## config.mk

```make
export PLATFORM = sky130hd
export DESIGN_NAME = sound_onset_offset_segmenter
export DESIGN_NICKNAME = d
export VERILOG_FILES = /design/src/sv/soos_pkg.sv /design/src/sv/soos_front.sv /design/src/sv/soos_queue.sv /design/src/sv/soos_back.sv /design/src/sv/sound_onset_offset_segmenter.sv
export SDC_FILE = /design/constraint.sdc
export NUM_CORES = 2
export LEC_CHECK = 0
export ABC_CLOCK_PERIOD_IN_PS = 44400
export BUFFER_PORTS_ARGS = -buffer_cell sky130_fd_sc_hd__buf_2
export CORE_ASPECT_RATIO = 1.1
export CORE_UTILIZATION = 55
export DETAILED_ROUTE_END_ITERATION = 8
export PLACE_DENSITY = 0.73
export SETUP_SLACK_MARGIN = 0.3
export SLEW_MARGIN = 15
export SYNTH_ARGS = -nofsm -noshare
export SYNTH_HDL_FRONTEND = slang
export SYNTH_SLANG_ARGS = --single-unit
```

## constraint.sdc

```tcl
create_clock -name clock -period 44.4 [get_ports clock]
set_clock_uncertainty 0.2 [all_clocks]
set_input_delay 6.66 -clock clock [delete_from_list [all_inputs] [get_ports clock]]
set_output_delay 6.66 -clock clock [all_outputs]
set_load 0.02 [all_outputs]
```

## src/sv/soos_pkg.sv

```systemverilog
// ----------------------------------------------------------------------------
// Sound onset/offset segmenter package
// Shared types, register indexes and sizing constants.
// ----------------------------------------------------------------------------
`default_nettype none

package soos_pkg;

   localparam int INDEX_BITS_DEFAULT = 32;

   localparam int SAMPLE_BITS   = 16;
   localparam int CSR_DATA_BITS = 16;
   localparam int CSR_INDEX_BITS = 3;
   localparam int RSP_DATA_BITS = 144;

   localparam int QUEUE_DEPTH    = 4;
   localparam int QUEUE_PTR_BITS = $clog2(QUEUE_DEPTH);

   // Register indexes on the configuration port.
   localparam logic [CSR_INDEX_BITS-1:0] CSR_START_THRESHOLD = 3'd0;
   localparam logic [CSR_INDEX_BITS-1:0] CSR_HOLD_THRESHOLD  = 3'd1;
   localparam logic [CSR_INDEX_BITS-1:0] CSR_ATTACK_GAP      = 3'd2;
   localparam logic [CSR_INDEX_BITS-1:0] CSR_QUIET_LIMIT     = 3'd3;
   localparam logic [CSR_INDEX_BITS-1:0] CSR_SHORTEST_SOUND  = 3'd4;
   localparam logic [CSR_INDEX_BITS-1:0] CSR_SEGMENT_SIZE    = 3'd5;

   // Register reset values.
   localparam logic [CSR_DATA_BITS-1:0] RST_START_THRESHOLD = 16'd16384;
   localparam logic [CSR_DATA_BITS-1:0] RST_HOLD_THRESHOLD  = 16'd1024;
   localparam logic [CSR_DATA_BITS-1:0] RST_ATTACK_GAP      = 16'd2048;
   localparam logic [CSR_DATA_BITS-1:0] RST_QUIET_LIMIT     = 16'd2048;
   localparam logic [CSR_DATA_BITS-1:0] RST_SHORTEST_SOUND  = 16'd1024;
   localparam logic [CSR_DATA_BITS-1:0] RST_SEGMENT_SIZE    = 16'd1024;

   typedef struct packed {
      logic [CSR_DATA_BITS-1:0] start_threshold;
      logic [CSR_DATA_BITS-1:0] hold_threshold;
      logic [CSR_DATA_BITS-1:0] attack_gap;
      logic [CSR_DATA_BITS-1:0] quiet_limit;
      logic [CSR_DATA_BITS-1:0] shortest_sound;
      logic [CSR_DATA_BITS-1:0] segment_size;
   } soos_cfg_type;

   typedef struct packed {
      logic        final_of_run;
      logic [15:0] sound_number;
      logic [31:0] end_segment;
      logic [31:0] begin_segment;
      logic [31:0] end_index;
      logic [31:0] begin_index;
   } soos_result_type;

   // One queue entry carries all results caused by one sample.
   typedef struct packed {
      logic            has_second;
      soos_result_type second;
      soos_result_type first;
   } soos_entry_type;

endpackage

`default_nettype wire

```

## src/sv/soos_front.sv

```systemverilog
// ----------------------------------------------------------------------------
// Segmenter front end
// Accepts samples, tracks sound state and packs the results of each sample.
// ----------------------------------------------------------------------------
`default_nettype none

module soos_front #(
   parameter int INDEX_BITS = soos_pkg::INDEX_BITS_DEFAULT
) (
   input  wire logic                                clock,
   input  wire logic                                reset,
   input  wire soos_pkg::soos_cfg_type              cfg,
   input  wire logic                                req_tvalid,
   output logic                                     req_tready,
   input  wire logic [soos_pkg::SAMPLE_BITS-1:0]    sample,
   input  wire logic                                last,
   input  wire logic                                queue_full,
   output logic                                     push,
   output soos_pkg::soos_entry_type                 entry
);

   localparam logic [INDEX_BITS-1:0] IdxMax   = '1;
   localparam logic [16:0]           QuietMax = '1;

   logic [INDEX_BITS-1:0] sample_index_ff,   sample_index_in;
   logic [15:0]           segment_offset_ff, segment_offset_in;
   logic [INDEX_BITS-1:0] segment_number_ff, segment_number_in;
   logic [INDEX_BITS-1:0] start_index_ff,    start_index_in;
   logic [INDEX_BITS-1:0] start_segment_ff,  start_segment_in;
   logic [16:0]           quiet_count_ff,    quiet_count_in;
   logic                  audible_ff,        audible_in;
   logic                  sound_open_ff,     sound_open_in;
   logic [15:0]           emitted_count_ff,  emitted_count_in;

   logic                  accept;
   logic [16:0]           mag;
   logic [16:0]           seg_size;
   logic                  active;
   logic [INDEX_BITS-1:0] since_start;
   logic                  start_hit;
   logic                  keep_on;
   logic                  quiet_path;
   logic [16:0]           quiet_inc;
   logic                  quiet_expire;
   logic                  long_old;
   logic                  emit_a;
   logic                  emit_b;
   logic                  audible_after;
   logic                  open_b;
   logic                  long_b;
   logic [15:0]           emitted_inc;
   soos_pkg::soos_result_type res_a;
   soos_pkg::soos_result_type res_b;

   assign req_tready = !queue_full;
   assign accept     = req_tvalid && !queue_full;

   // The most negative sample has magnitude 32768; the magnitude is 17 bits wide.
   assign mag = sample[soos_pkg::SAMPLE_BITS-1]
              ? (17'h10000 - {1'b0, sample}) : {1'b0, sample};
   assign seg_size = (cfg.segment_size == '0) ? 17'd1 : {1'b0, cfg.segment_size};

   assign active      = (segment_number_ff != '0);
   assign since_start = sample_index_ff - start_index_ff;
   assign start_hit   = active && (mag >= {1'b0, cfg.start_threshold})
                     && (since_start > INDEX_BITS'(cfg.attack_gap));
   assign keep_on     = audible_ff && (mag >= {1'b0, cfg.hold_threshold});
   assign quiet_path  = active && !start_hit && audible_ff && !keep_on;
   assign quiet_inc   = (quiet_count_ff == QuietMax) ? quiet_count_ff
                                                     : quiet_count_ff + 17'd1;
   assign quiet_expire = quiet_path && (quiet_inc > {1'b0, cfg.quiet_limit});

   assign long_old = (since_start >= INDEX_BITS'(cfg.shortest_sound));
   assign emit_a   = (start_hit || quiet_expire) && sound_open_ff && long_old;

   assign audible_after = start_hit ? 1'b1 : (quiet_expire ? 1'b0 : audible_ff);

   // A sound started on this sample has length zero if the last sample closes it.
   assign open_b = start_hit || (sound_open_ff && !emit_a);
   assign long_b = start_hit ? (cfg.shortest_sound == '0) : long_old;
   assign emit_b = last && audible_after && open_b && long_b;

   assign emitted_inc = (emitted_count_ff == 16'hFFFF) ? emitted_count_ff
                                                       : emitted_count_ff + 16'd1;

   always_comb begin
      res_a.begin_index   = 32'(start_index_ff);
      res_a.end_index     = 32'(sample_index_ff);
      res_a.begin_segment = 32'(start_segment_ff);
      res_a.end_segment   = 32'(segment_number_ff);
      res_a.sound_number  = emitted_count_ff;
      res_a.final_of_run  = !emit_b;

      res_b.begin_index   = start_hit ? 32'(sample_index_ff) : 32'(start_index_ff);
      res_b.end_index     = 32'(sample_index_ff);
      res_b.begin_segment = start_hit ? 32'(segment_number_ff) : 32'(start_segment_ff);
      res_b.end_segment   = 32'(segment_number_ff);
      res_b.sound_number  = emit_a ? emitted_inc : emitted_count_ff;
      res_b.final_of_run  = 1'b1;

      entry.first      = emit_a ? res_a : res_b;
      entry.second     = res_b;
      entry.has_second = emit_a && emit_b;
   end

   assign push = accept && (emit_a || emit_b);

   always_comb begin
      sample_index_in   = sample_index_ff;
      segment_offset_in = segment_offset_ff;
      segment_number_in = segment_number_ff;
      start_index_in    = start_index_ff;
      start_segment_in  = start_segment_ff;
      quiet_count_in    = quiet_count_ff;
      audible_in        = audible_ff;
      sound_open_in     = sound_open_ff;
      emitted_count_in  = emitted_count_ff;
      if (accept) begin
         if (last) begin
            // The next sample opens a new recording.
            sample_index_in   = '0;
            segment_offset_in = '0;
            segment_number_in = '0;
            start_index_in    = '0;
            start_segment_in  = '0;
            quiet_count_in    = '0;
            audible_in        = 1'b0;
            sound_open_in     = 1'b0;
            emitted_count_in  = '0;
         end else begin
            audible_in    = audible_after;
            sound_open_in = open_b;
            if (emit_a) begin
               emitted_count_in = emitted_inc;
            end
            if (start_hit) begin
               start_index_in   = sample_index_ff;
               start_segment_in = segment_number_ff;
               quiet_count_in   = '0;
            end else if (active && keep_on) begin
               quiet_count_in = '0;
            end else if (quiet_path) begin
               quiet_count_in = quiet_inc;
            end
            if (sample_index_ff != IdxMax) begin
               sample_index_in = sample_index_ff + 1'b1;
               if (({1'b0, segment_offset_ff} + 17'd1) >= seg_size) begin
                  segment_offset_in = '0;
                  if (segment_number_ff != IdxMax) begin
                     segment_number_in = segment_number_ff + 1'b1;
                  end
               end else begin
                  segment_offset_in = segment_offset_ff + 16'd1;
               end
            end
         end
      end
   end

   always_ff @(posedge clock) begin
      if (reset) begin
         sample_index_ff   <= '0;
         segment_offset_ff <= '0;
         segment_number_ff <= '0;
         start_index_ff    <= '0;
         start_segment_ff  <= '0;
         quiet_count_ff    <= '0;
         audible_ff        <= 1'b0;
         sound_open_ff     <= 1'b0;
         emitted_count_ff  <= '0;
      end else begin
         sample_index_ff   <= sample_index_in;
         segment_offset_ff <= segment_offset_in;
         segment_number_ff <= segment_number_in;
         start_index_ff    <= start_index_in;
         start_segment_ff  <= start_segment_in;
         quiet_count_ff    <= quiet_count_in;
         audible_ff        <= audible_in;
         sound_open_ff     <= sound_open_in;
         emitted_count_ff  <= emitted_count_in;
      end
   end

endmodule

`default_nettype wire

```

## src/sv/soos_queue.sv

```systemverilog
// ----------------------------------------------------------------------------
// Segmenter result queue
// Short FIFO of result entries between the front end and the output stage.
// ----------------------------------------------------------------------------
`default_nettype none

module soos_queue (
   input  wire logic                     clock,
   input  wire logic                     reset,
   input  wire logic                     push,
   input  wire soos_pkg::soos_entry_type push_entry,
   output logic                          full,
   output logic                          valid,
   output soos_pkg::soos_entry_type      head,
   input  wire logic                     pop
);

   localparam int PtrBits = soos_pkg::QUEUE_PTR_BITS;

   soos_pkg::soos_entry_type slots_ff [soos_pkg::QUEUE_DEPTH];
   logic [PtrBits-1:0] wr_ptr_ff, wr_ptr_in;
   logic [PtrBits-1:0] rd_ptr_ff, rd_ptr_in;
   logic [PtrBits:0]   count_ff,  count_in;
   logic               do_push;
   logic               do_pop;

   assign full  = (count_ff == (PtrBits+1)'(soos_pkg::QUEUE_DEPTH));
   assign valid = (count_ff != '0);
   assign head  = slots_ff[rd_ptr_ff];

   assign do_push = push && !full;
   assign do_pop  = pop && valid;

   always_comb begin
      wr_ptr_in = do_push ? wr_ptr_ff + 1'b1 : wr_ptr_ff;
      rd_ptr_in = do_pop ? rd_ptr_ff + 1'b1 : rd_ptr_ff;
      count_in  = count_ff;
      if (do_push && !do_pop) begin
         count_in = count_ff + 1'b1;
      end else if (do_pop && !do_push) begin
         count_in = count_ff - 1'b1;
      end
   end

   always_ff @(posedge clock) begin
      if (do_push) begin
         slots_ff[wr_ptr_ff] <= push_entry;
      end
   end

   always_ff @(posedge clock) begin
      if (reset) begin
         wr_ptr_ff <= '0;
         rd_ptr_ff <= '0;
         count_ff  <= '0;
      end else begin
         wr_ptr_ff <= wr_ptr_in;
         rd_ptr_ff <= rd_ptr_in;
         count_ff  <= count_in;
      end
   end

endmodule

`default_nettype wire

```

## src/sv/soos_back.sv

```systemverilog
// ----------------------------------------------------------------------------
// Segmenter output stage
// Unpacks queue entries into single results on a registered output.
// ----------------------------------------------------------------------------
`default_nettype none

module soos_back (
   input  wire logic                               clock,
   input  wire logic                               reset,
   input  wire logic                               q_valid,
   input  wire soos_pkg::soos_entry_type           q_head,
   output logic                                    q_pop,
   output logic                                    rsp_tvalid,
   input  wire logic                               rsp_tready,
   output logic [soos_pkg::RSP_DATA_BITS-1:0]      rsp_tdata,
   output logic                                    rsp_tlast
);

   soos_pkg::soos_result_type out_ff,   out_in;
   soos_pkg::soos_result_type pend_ff,  pend_in;
   logic                      out_valid_ff,  out_valid_in;
   logic                      pend_valid_ff, pend_valid_in;
   logic                      can_load;

   assign can_load = !out_valid_ff || rsp_tready;

   always_comb begin
      out_in        = out_ff;
      pend_in       = pend_ff;
      out_valid_in  = out_valid_ff;
      pend_valid_in = pend_valid_ff;
      q_pop         = 1'b0;
      if (can_load) begin
         if (pend_valid_ff) begin
            out_in        = pend_ff;
            out_valid_in  = 1'b1;
            pend_valid_in = 1'b0;
         end else if (q_valid) begin
            // The second result of an entry waits in the pending register.
            q_pop         = 1'b1;
            out_in        = q_head.first;
            out_valid_in  = 1'b1;
            pend_in       = q_head.second;
            pend_valid_in = q_head.has_second;
         end else begin
            out_valid_in = 1'b0;
         end
      end
   end

   always_ff @(posedge clock) begin
      out_ff  <= out_in;
      pend_ff <= pend_in;
   end

   always_ff @(posedge clock) begin
      if (reset) begin
         out_valid_ff  <= 1'b0;
         pend_valid_ff <= 1'b0;
      end else begin
         out_valid_ff  <= out_valid_in;
         pend_valid_ff <= pend_valid_in;
      end
   end

   assign rsp_tvalid = out_valid_ff;
   assign rsp_tdata  = {out_ff.sound_number, out_ff.end_segment, out_ff.begin_segment,
                        out_ff.end_index, out_ff.begin_index};
   assign rsp_tlast  = out_ff.final_of_run;

endmodule

`default_nettype wire

```

## src/sv/sound_onset_offset_segmenter.sv

```systemverilog
// ----------------------------------------------------------------------------
// Sound onset/offset segmenter
// Finds sounds in a sample stream by magnitude thresholds and reports them.
// ----------------------------------------------------------------------------
// Samples enter on the req_ channel, one per cycle at full rate; req_tlast
// marks the final sample of a recording and returns all tracking state to its
// reset value afterwards. Each sample causes zero, one or two results on the
// rsp_ channel; rsp_tlast marks the last result caused by one sample.
// The front end decides per sample combinationally and writes the results of
// that sample as one entry into a four-entry queue. The output stage takes one
// entry and presents its results one per cycle from an output register while
// the receiver is ready; a result passes through the queue and the output
// register. A sample that closes two sounds holds the output for both results.
// When the receiver stalls, results collect in the output stage and the queue,
// and req_tready drops only once all four queue entries are taken; until then
// every sample is accepted at full rate.
// Reset is synchronous; it clears the tracking state, empties the queue and
// loads the registers with their default values. Registers are written through
// csr_we/csr_index/csr_wdata; the user must write them only while the block is
// idle, which the block does not enforce; indexes past the list are ignored.
// ----------------------------------------------------------------------------
`default_nettype none

module sound_onset_offset_segmenter #(
   parameter int INDEX_BITS = soos_pkg::INDEX_BITS_DEFAULT
) (
   input  wire logic                                  clock,
   input  wire logic                                  reset,
   // req_tdata fields from bit 0: sample[15:0]
   input  wire logic                                  req_tvalid,
   output logic                                       req_tready,
   input  wire logic [soos_pkg::SAMPLE_BITS-1:0]      req_tdata,
   input  wire logic                                  req_tlast,
   // rsp_tdata fields from bit 0: begin_index[31:0], end_index[31:0],
   // begin_segment[31:0], end_segment[31:0], sound_number[15:0]
   output logic                                       rsp_tvalid,
   input  wire logic                                  rsp_tready,
   output logic [soos_pkg::RSP_DATA_BITS-1:0]         rsp_tdata,
   output logic                                       rsp_tlast,
   input  wire logic                                  csr_we,
   input  wire logic [soos_pkg::CSR_INDEX_BITS-1:0]   csr_index,
   input  wire logic [soos_pkg::CSR_DATA_BITS-1:0]    csr_wdata
);

   soos_pkg::soos_cfg_type   cfg_ff, cfg_in;
   soos_pkg::soos_entry_type entry;
   soos_pkg::soos_entry_type q_head;
   logic                     push;
   logic                     queue_full;
   logic                     q_valid;
   logic                     q_pop;

   always_comb begin
      cfg_in = cfg_ff;
      if (csr_we) begin
         case (csr_index)
            soos_pkg::CSR_START_THRESHOLD: cfg_in.start_threshold = csr_wdata;
            soos_pkg::CSR_HOLD_THRESHOLD:  cfg_in.hold_threshold  = csr_wdata;
            soos_pkg::CSR_ATTACK_GAP:      cfg_in.attack_gap      = csr_wdata;
            soos_pkg::CSR_QUIET_LIMIT:     cfg_in.quiet_limit     = csr_wdata;
            soos_pkg::CSR_SHORTEST_SOUND:  cfg_in.shortest_sound  = csr_wdata;
            soos_pkg::CSR_SEGMENT_SIZE:    cfg_in.segment_size    = csr_wdata;
            default: cfg_in = cfg_ff;
         endcase
      end
   end

   always_ff @(posedge clock) begin
      if (reset) begin
         cfg_ff.start_threshold <= soos_pkg::RST_START_THRESHOLD;
         cfg_ff.hold_threshold  <= soos_pkg::RST_HOLD_THRESHOLD;
         cfg_ff.attack_gap      <= soos_pkg::RST_ATTACK_GAP;
         cfg_ff.quiet_limit     <= soos_pkg::RST_QUIET_LIMIT;
         cfg_ff.shortest_sound  <= soos_pkg::RST_SHORTEST_SOUND;
         cfg_ff.segment_size    <= soos_pkg::RST_SEGMENT_SIZE;
      end else begin
         cfg_ff <= cfg_in;
      end
   end

   soos_front #(
      .INDEX_BITS (INDEX_BITS)
   ) u_front (
      .clock      (clock),
      .reset      (reset),
      .cfg        (cfg_ff),
      .req_tvalid (req_tvalid),
      .req_tready (req_tready),
      .sample     (req_tdata),
      .last       (req_tlast),
      .queue_full (queue_full),
      .push       (push),
      .entry      (entry)
   );

   soos_queue u_queue (
      .clock      (clock),
      .reset      (reset),
      .push       (push),
      .push_entry (entry),
      .full       (queue_full),
      .valid      (q_valid),
      .head       (q_head),
      .pop        (q_pop)
   );

   soos_back u_back (
      .clock      (clock),
      .reset      (reset),
      .q_valid    (q_valid),
      .q_head     (q_head),
      .q_pop      (q_pop),
      .rsp_tvalid (rsp_tvalid),
      .rsp_tready (rsp_tready),
      .rsp_tdata  (rsp_tdata),
      .rsp_tlast  (rsp_tlast)
   );

endmodule

`default_nettype wire

```

# ---- Yosys cells after proc, flatten, opt, wreduce, memory -nomap -nowiden
# Memory sizes are Yosys's and may differ from the RTL's. A register that Yosys moved wholly into a read port is not among the register bits.
# Index checks and enable logic that the tools add are counted.
dict set report word_totals {
  ramBits 1160
  latchBits 0
  romBits 0
  register_bits 574
  inputBits 41
  output_inout_bits 147
  elab_cells 160
  mem_count 1
}
dict set report op_classes {
  muxes 43
  mul 0
  bitwise 1
  n_addsub 12
  shifts 0
  n_lt_le_gt_ge 6
  n_reduce_logical 55
  eq_ne 10
  n_div 0
}
# name words width rd rd_clocked_by_memory_dff write_ports line
set memory_table {}
lappend memory_table {u_queue.slots_ff 4 290 1 1 1 soos_queue.sv:20} ;# soos_pkg::soos_entry_type slots_ff [soos_pkg::QUEUE_DEPTH];
# operator count
set ops {}
lappend ops {{145-bit two-way mux} 3}
lappend ops {{32-bit two-way mux} 10}
lappend ops {{16-bit two-way mux} 7}
lappend ops {{17-bit two-way mux} 6}
lappend ops {{32-bit by 1-bit adder with 32-bit output (second input constant)} 2}
lappend ops {{32-bit inequality test (second input constant)} 2}
lappend ops {{17-bit by 16-bit >= comparator with 1-bit output} 2}
lappend ops {{16-bit by 1-bit adder with 16-bit output (second input constant)} 2}
lappend ops {{32-bit by 16-bit >= comparator with 1-bit output} 1}
lappend ops {{32-bit by 16-bit > comparator with 1-bit output} 1}
lappend ops {{16-bit logical NOT} 2}
lappend ops {{32-bit nonzero test} 1}
lappend ops {{32-bit subtractor} 1}
lappend ops {{1-bit logical AND} 21}
lappend ops {{2-bit AND reduction} 9}
lappend ops {{16-bit by 1-bit adder with 17-bit output (second input constant)} 1}
lappend ops {{17-bit by 1-bit adder with 17-bit output (second input constant)} 1}
lappend ops {{17-bit == test (second input constant)} 1}
lappend ops {{17-bit >= comparator} 1}
lappend ops {{17-bit by 16-bit > comparator with 1-bit output} 1}
lappend ops {{17-bit by 16-bit subtractor with 17-bit output (first input constant)} 1}
lappend ops {{16-bit == test (second input constant)} 1}
lappend ops {{1-bit two-way mux} 13}
lappend ops {{2-bit nonzero test} 5}
lappend ops {{16 further kinds} 32}

# ---- Logic depth before layout (Yosys ltp)
dict set report logic_depth {
  ltp_word 25
  depth_mapped 25
  mapped_depth_nobuf 25
}

# ---- By module
# A second synthesis with hierarchy kept.
dict set report hier_totals {
  hier_cells 4360
  area_unflattened_um2 73486.7
}
# mod area_each_um2 seq_area_each_um2 cells_each n_inst
set modules_own_cells {}
lappend modules_own_cells {soos_queue 42774.8 35133.7 1568 1}
lappend modules_own_cells {soos_front 15905.3 3583.4 1991 1}
lappend modules_own_cells {soos_back 11018.1 8748.4 463 1}
lappend modules_own_cells {sound_onset_offset_segmenter 3788.6 1921.8 338 1}

# ---- Least setup slack after synthesis
# OpenSTA, ideal clock, no wires.
dict set report synth_path {
  path_kind {input-to-reg}
  startpoint {input port rsp_tready}
  endpoint {register u_queue.count_ff[2]}
  t_required_ps 44130
  setup_time_ps 70
  arrival_time_ps 18361
  path_slack_ps 25768
  stages 9
  n_path_buf 0
  path_cell_list {nor2b_1 nor3_1 inv_1 ha_1 inv_1 fa_1 xor2_1 or3_1 a21oi_1}
}
dict set report synth_between {
  elab_chain_cells 6
  word_cells_on_any_way 8
  classes_between {2 x mux; 6 x reduce/logical}
}
# item line
set synth_lines {}
lappend synth_lines {{from (decl)} sound_onset_offset_segmenter.sv:37} ;# input wire logic rsp_tready,
lappend synth_lines {{1-bit logical OR *} soos_back.sv:25} ;# assign can_load = !out_valid_ff || rsp_tready;
lappend synth_lines {{1-bit two-way mux *} soos_back.sv:33} ;# if (can_load) begin
lappend synth_lines {{1-bit logical AND *} soos_queue.sv:32} ;# assign do_pop = pop && valid;
lappend synth_lines {{1-bit logical NOT} soos_queue.sv:38} ;# if (do_push && !do_pop) begin
lappend synth_lines {{1-bit logical AND} soos_queue.sv:38}
lappend synth_lines {{3-bit two-way mux or 2-bit nonzero test (tied branches)} --}
lappend synth_lines {{to (signal assigned)} soos_queue.sv:59} ;# count_ff <= count_in;
lappend synth_lines {{to (decl)} soos_queue.sv:23} ;# logic [PtrBits:0] count_ff, count_in;
# Every way passes the cells marked *; elsewhere a longest branch is shown, timed or not.
# A chain may end at the register's enable or synchronous reset.

# ---- Worst setup path in the final report
dict set report layout_path {
  startpoint {input port req_tdata[1] (netlist name)}
  endpoint {memory u_queue.slots_ff[3][282] (netlist name) (enable)}
}
dict set report layout_between {
  elab_chain_cells 23
  word_cells_on_any_way 30
  classes_between {1 x add/sub; 2 x order compare; 6 x mux; 21 x reduce/logical}
}
# item line
set layout_lines {}
lappend layout_lines {{from (decl)} sound_onset_offset_segmenter.sv:32} ;# input wire logic [soos_pkg::SAMPLE_BITS-1:0] req_tdata,
lappend layout_lines {{17-bit by 16-bit subtractor with 17-bit output} soos_front.sv:60} ;# ? (17'h10000 - {1'b0, sample}) : {1'b0, sample};
lappend layout_lines {{17-bit two-way mux *} soos_front.sv:60}
lappend layout_lines {{17-bit by 16-bit >= comparator with 1-bit output} soos_front.sv:65} ;# assign start_hit = active && (mag >= {1'b0, cfg.start_threshold})
lappend layout_lines {{1-bit logical AND} soos_front.sv:65}
lappend layout_lines {{1-bit logical AND} soos_front.sv:66} ;# && (since_start > INDEX_BITS'(cfg.attack_gap));
lappend layout_lines {{1-bit logical NOT} soos_front.sv:68} ;# assign quiet_path = active && !start_hit && audible_ff && !keep_on;
lappend layout_lines {{1-bit logical AND (3 in a row)} soos_front.sv:68}
lappend layout_lines {{1-bit logical AND} soos_front.sv:71} ;# assign quiet_expire = quiet_path && (quiet_inc > {1'b0, cfg.quiet_limit});
lappend layout_lines {{[5 not listed]} --}
lappend layout_lines {{1-bit logical OR} soos_front.sv:79} ;# assign open_b = start_hit || (sound_open_ff && !emit_a);
lappend layout_lines {{1-bit logical AND (2 in a row)} soos_front.sv:81} ;# assign emit_b = last && audible_after && open_b && long_b;
lappend layout_lines {{1-bit logical OR *} soos_front.sv:106} ;# assign push = accept && (emit_a || emit_b);
lappend layout_lines {{1-bit logical AND *} soos_front.sv:106}
lappend layout_lines {{1-bit logical AND *} soos_queue.sv:31} ;# assign do_push = push && !full;
lappend layout_lines {{via u_queue.do_push} soos_queue.sv:24} ;# logic do_push;
lappend layout_lines {{1-bit two-way mux *} soos_queue.sv:46} ;# if (do_push) begin
lappend layout_lines {{1-bit two-way mux (implied by the code) *} soos_queue.sv:47} ;# slots_ff[wr_ptr_ff] <= push_entry;
lappend layout_lines {{to (decl)} soos_queue.sv:20}
# Mark *: on every way through the listed nets, which the timed path passes. The rest lies on a longest branch.

==> summary.md <==
| Metric | Value |
|---|---|
| Synth top area share | 0.589 |
| Hold Path Origin | cfg_ff[70]$_SDFFE_PP0P_ |
| Crit path required time | ~45 ns |
| Average cell area after synthesis | 14.9 sq um |
| Max-Slew Margin vs Limit | 0.228 |
| Final hold vios | 0 |
| Reg2reg path depth | 21 |
| Pre-CTS setup slack | 29.65 ns |
| Minimum clock period | ~14 ns |
| H-tree depth | 4 |
| Critical Path Source | req_tdata[1] |
| Final setup violation count | 0 |
| Most frequent cell after synthesis | edfxtp_1 |
| Sink Count | 1479 |
| Worst-Margin Slew | 1.16 ns |
| Synth cell types | between 70 and 80 |
| Max-Cap Viols | 0 |
| Yosys reg bits | 1479 |
| FMAX | 0.0720 GHz |
| Final max-slew violation count | 0 |
| WHS Endpoint | cfg_ff[70]$_SDFFE_PP0P_ |
| Crit path capture type | register |
| Area added between synthesis and finish | 11.7% |
| Vias/cell | 5.87 |
| Worst setup margin | ~31 ns |
| Site row count | 127 |
| Crit path DAT | roughly 14 ns |
| Post-Route WL | between 100000 and 150000 um |
| FF-to-FF setup slack | 35.53 ns |
| Largest net degree at the start of global routing | 148 |
| Footprint of the multi-input gates | 17700 sq um |
| # resized after CTS | 0 |
| Initial drt markers | ~2800 |
| Core area | 109000 sq um |
| P_leak | 24.6 nW |
| Area leader, netlist | edfxtp_1 |
| R2R Path End | u_queue.slots_ff[3][282]$_DFFE_PP_ |
| CTS Root Cell | clkbuf_16 |
| Max clock buf depth | 3 |
| Hold Path Depth | 2 |
| Main flop type after synthesis | edfxtp_1 |
| Post-Syn Nets | 4255 |
| HP Class | reg2reg |
| Routability cong. | 0.886 |
| Post-CTS Hold Buffers | 0 |
| Vias | 33900 |
| Synth cell count leaders | edfxtp_1 (1193), nand2_1 (359), dfxtp_1 (286) |
| Pwr Density | 53.5 nW/um^2 |
| Util after Layout | 0.622 |
| ANT nets after route | 0 |
| Residual DRC count | 0 |
| Number of synthesized flops with an enable pin | 1193 |
| Yosys Warn Count | 0 |
| Chip Width | 319 um |
| RSZ-0062 raised after global routing | false |
| CTS clock-pin slew for the worst setup and hold paths | 0.05 ns |
| Filler cells | 7889 |
| Post-Syn Area | ~61000 sq um |
| Die H | 351 um |
| All-layer global routing usage | 0.228 |
| Initial antenna violation count | 4 |
| Seq/Total Area, Yosys | 0.683 |
| Nature of the critical path startpoint | primary input |
| Io pins | 188 |
| Postcts setup bufs | 0 |
| DR WL/cell | around 22 um |
| Port Buffers | roughly 190 |
| TNS Setup | 0 ns |
| Clk_lat worst skew | 0.76 ns |
| First-pass GRT wire length | 196000 um |
| Final nets | 4423 |
| Post-synthesis cell count | approximately 4100 |
| Drt pass-1 iters | 5 |
| Crit Path Class | in2reg |
| Initial Utilization | 0.556 |
| Die ar. | 112000 sq um |
| CTS buffer count | 146 |
| Layout cells sized above 1 | 0.193 |
| Top cells by area, synth | edfxtp_1 (59%), dfxtp_1 (9.4%), mux4_2 (8.4%) |
| Status | finished clean |
| Maximum VDD drop | 0.0000718 V |
| Seq. cell area | just over 40000 sq um |
| Asr flop ratio synth | 0 |
| Vias in the first global route | 33900 |
| Worst-path maximum fanout | 65 |
| FF-to-FF Start | u_front.sample_index_ff[0]$_SDFFE_PP0P_ |
| Grt total ovfl | 0 |
| CTS tree | built |
| Fin crit share | 0.313 |
| Detailed-placement wirelength estimate | ~76000 um |
[final cells by class]
type / count / share of cell area
sequential: 1479 / 0.611
inverter: 219 / 0.0121
multi-input combinational: 2174 / 0.261
antenna: 1 / 0.0000368
timing repair buffer: 221 / 0.0187
clock inverter: 67 / 0.0122
clock buffer: 201 / 0.0586
tap: 1419 / 0.0261
[report_power, final]
part	leakage [nW]	switching [W]	internal (W)
clock network	2.32	0.000514	0.000721
registers	14.1	0.0000599	0.00170
logic	8.17	0.000398	0.000237
total	24.6	0.000972	0.00266
[critical path, cell delays in order]
cell and delay [ns]:
buf_2 0.11, nor3_1 0.17, nand2_1 0.08, or3_1 0.32
or3_1 0.36, o31ai_1 0.26, xnor2_1 0.14, ha_1 0.31
nand3_1 0.08, nand2_1 0.07, nand2_1 0.05, a31o_2 0.21
a21o_1 0.16, a211oi_1 0.70, o31a_4 0.77, nand2_1 0.19
a221oi_1 0.85, and2_4 0.83, buf_4 0.90, buf_4 0.74
[through the flow]
stage               power (W)  area, sq um  hold WS, ns  instances
detailed placement    0.00244        63200        0.247       5512
finish                0.00363        68000        0.252       5781
global route          0.00377        68000        0.270       5781
floorplan             0.00225        60800        0.236       4073
CTS                   0.00367        68000        0.254       5780
global placement      0.00244        63200        0.243       5512
[routing by layer]
layer / vias up / GRT usage / wire length (um)
li1: 15600 / - / -
met3: 177 / 0.0375 / 7030
met5: - / 0 / 8
met2: 1000 / 0.385 / 63200
met1: 17100 / 0.308 / 54100
met4: 2 / 0.0599 / 2310
[cells in the final DEF (no fill, tap or decap), types with 51 or more instances in the layout]
| master | netlist | routed |
|---|---|---|
| nand3_1 | 54 | 54 |
| a21oi_1 | 266 | 266 |
| buf_2 | 28 | 186 |
| xnor2_1 | 75 | 75 |
| dfxtp_1 | 286 | 283 |
| edfxtp_1 | 1193 | 1193 |
| clkbuf_16 | 0 | 147 |
| o21ai_0 | 92 | 92 |
| nand2_1 | 359 | 358 |
| xor2_1 | 75 | 75 |
| nor2_1 | 269 | 264 |
| mux4_2 | 226 | 226 |
| ha_1 | 139 | 139 |
| mux2_2 | 149 | 149 |
| inv_1 | 219 | 219 |
| nand4_1 | 51 | 51 |
[state kept, by name, summed over array words and instances (netlist names), 2 cells and up, named ones only]
signal / count
u_front.start_index_ff: 32
u_front.emitted_count_ff: 16
u_front.quiet_count_ff: 17
u_queue.rd_ptr_ff: 2
u_front.start_segment_ff: 32
u_queue.wr_ptr_ff: 2
u_queue.count_ff: 3
u_back.rsp_tdata: 144
u_queue.slots_ff: 904
u_front.sample_index_ff: 32
u_front.segment_offset_ff: 16
u_back.pend_ff: 144
u_front.segment_number_ff: 32
cfg_ff: 96
[worst max-delay path by stage]
stage / to / slack, ns
2_1_floorplan: u_queue.count_ff[2]$_SDFFE_PP0P_ / 25.77
3_3_place_gp: u_queue.slots_ff[3][280]$_DFFE_PP_ / 29.72
3_5_place_dp: u_queue.slots_ff[3][137]$_DFFE_PP_ / 29.65
4_1_cts: u_queue.slots_ff[3][137]$_DFFE_PP_ / 30.44
5_1_grt: u_queue.slots_ff[3][282]$_DFFE_PP_ / 29.89
6_report: u_queue.slots_ff[3][282]$_DFFE_PP_ / 30.51
[kinds of logic after synthesis]
kind of cell | share of synthesized area
muxes | 0.118
DFF | 0.683
adders and majority gates | 0.0292
xor gates and xnor gates | 0.0216
buffers and inverters | 0.0266
and+or+nand+nor | 0.0701
AOI/OAI and AO/OA | 0.0516
Power figures use the tool's default switching activity.
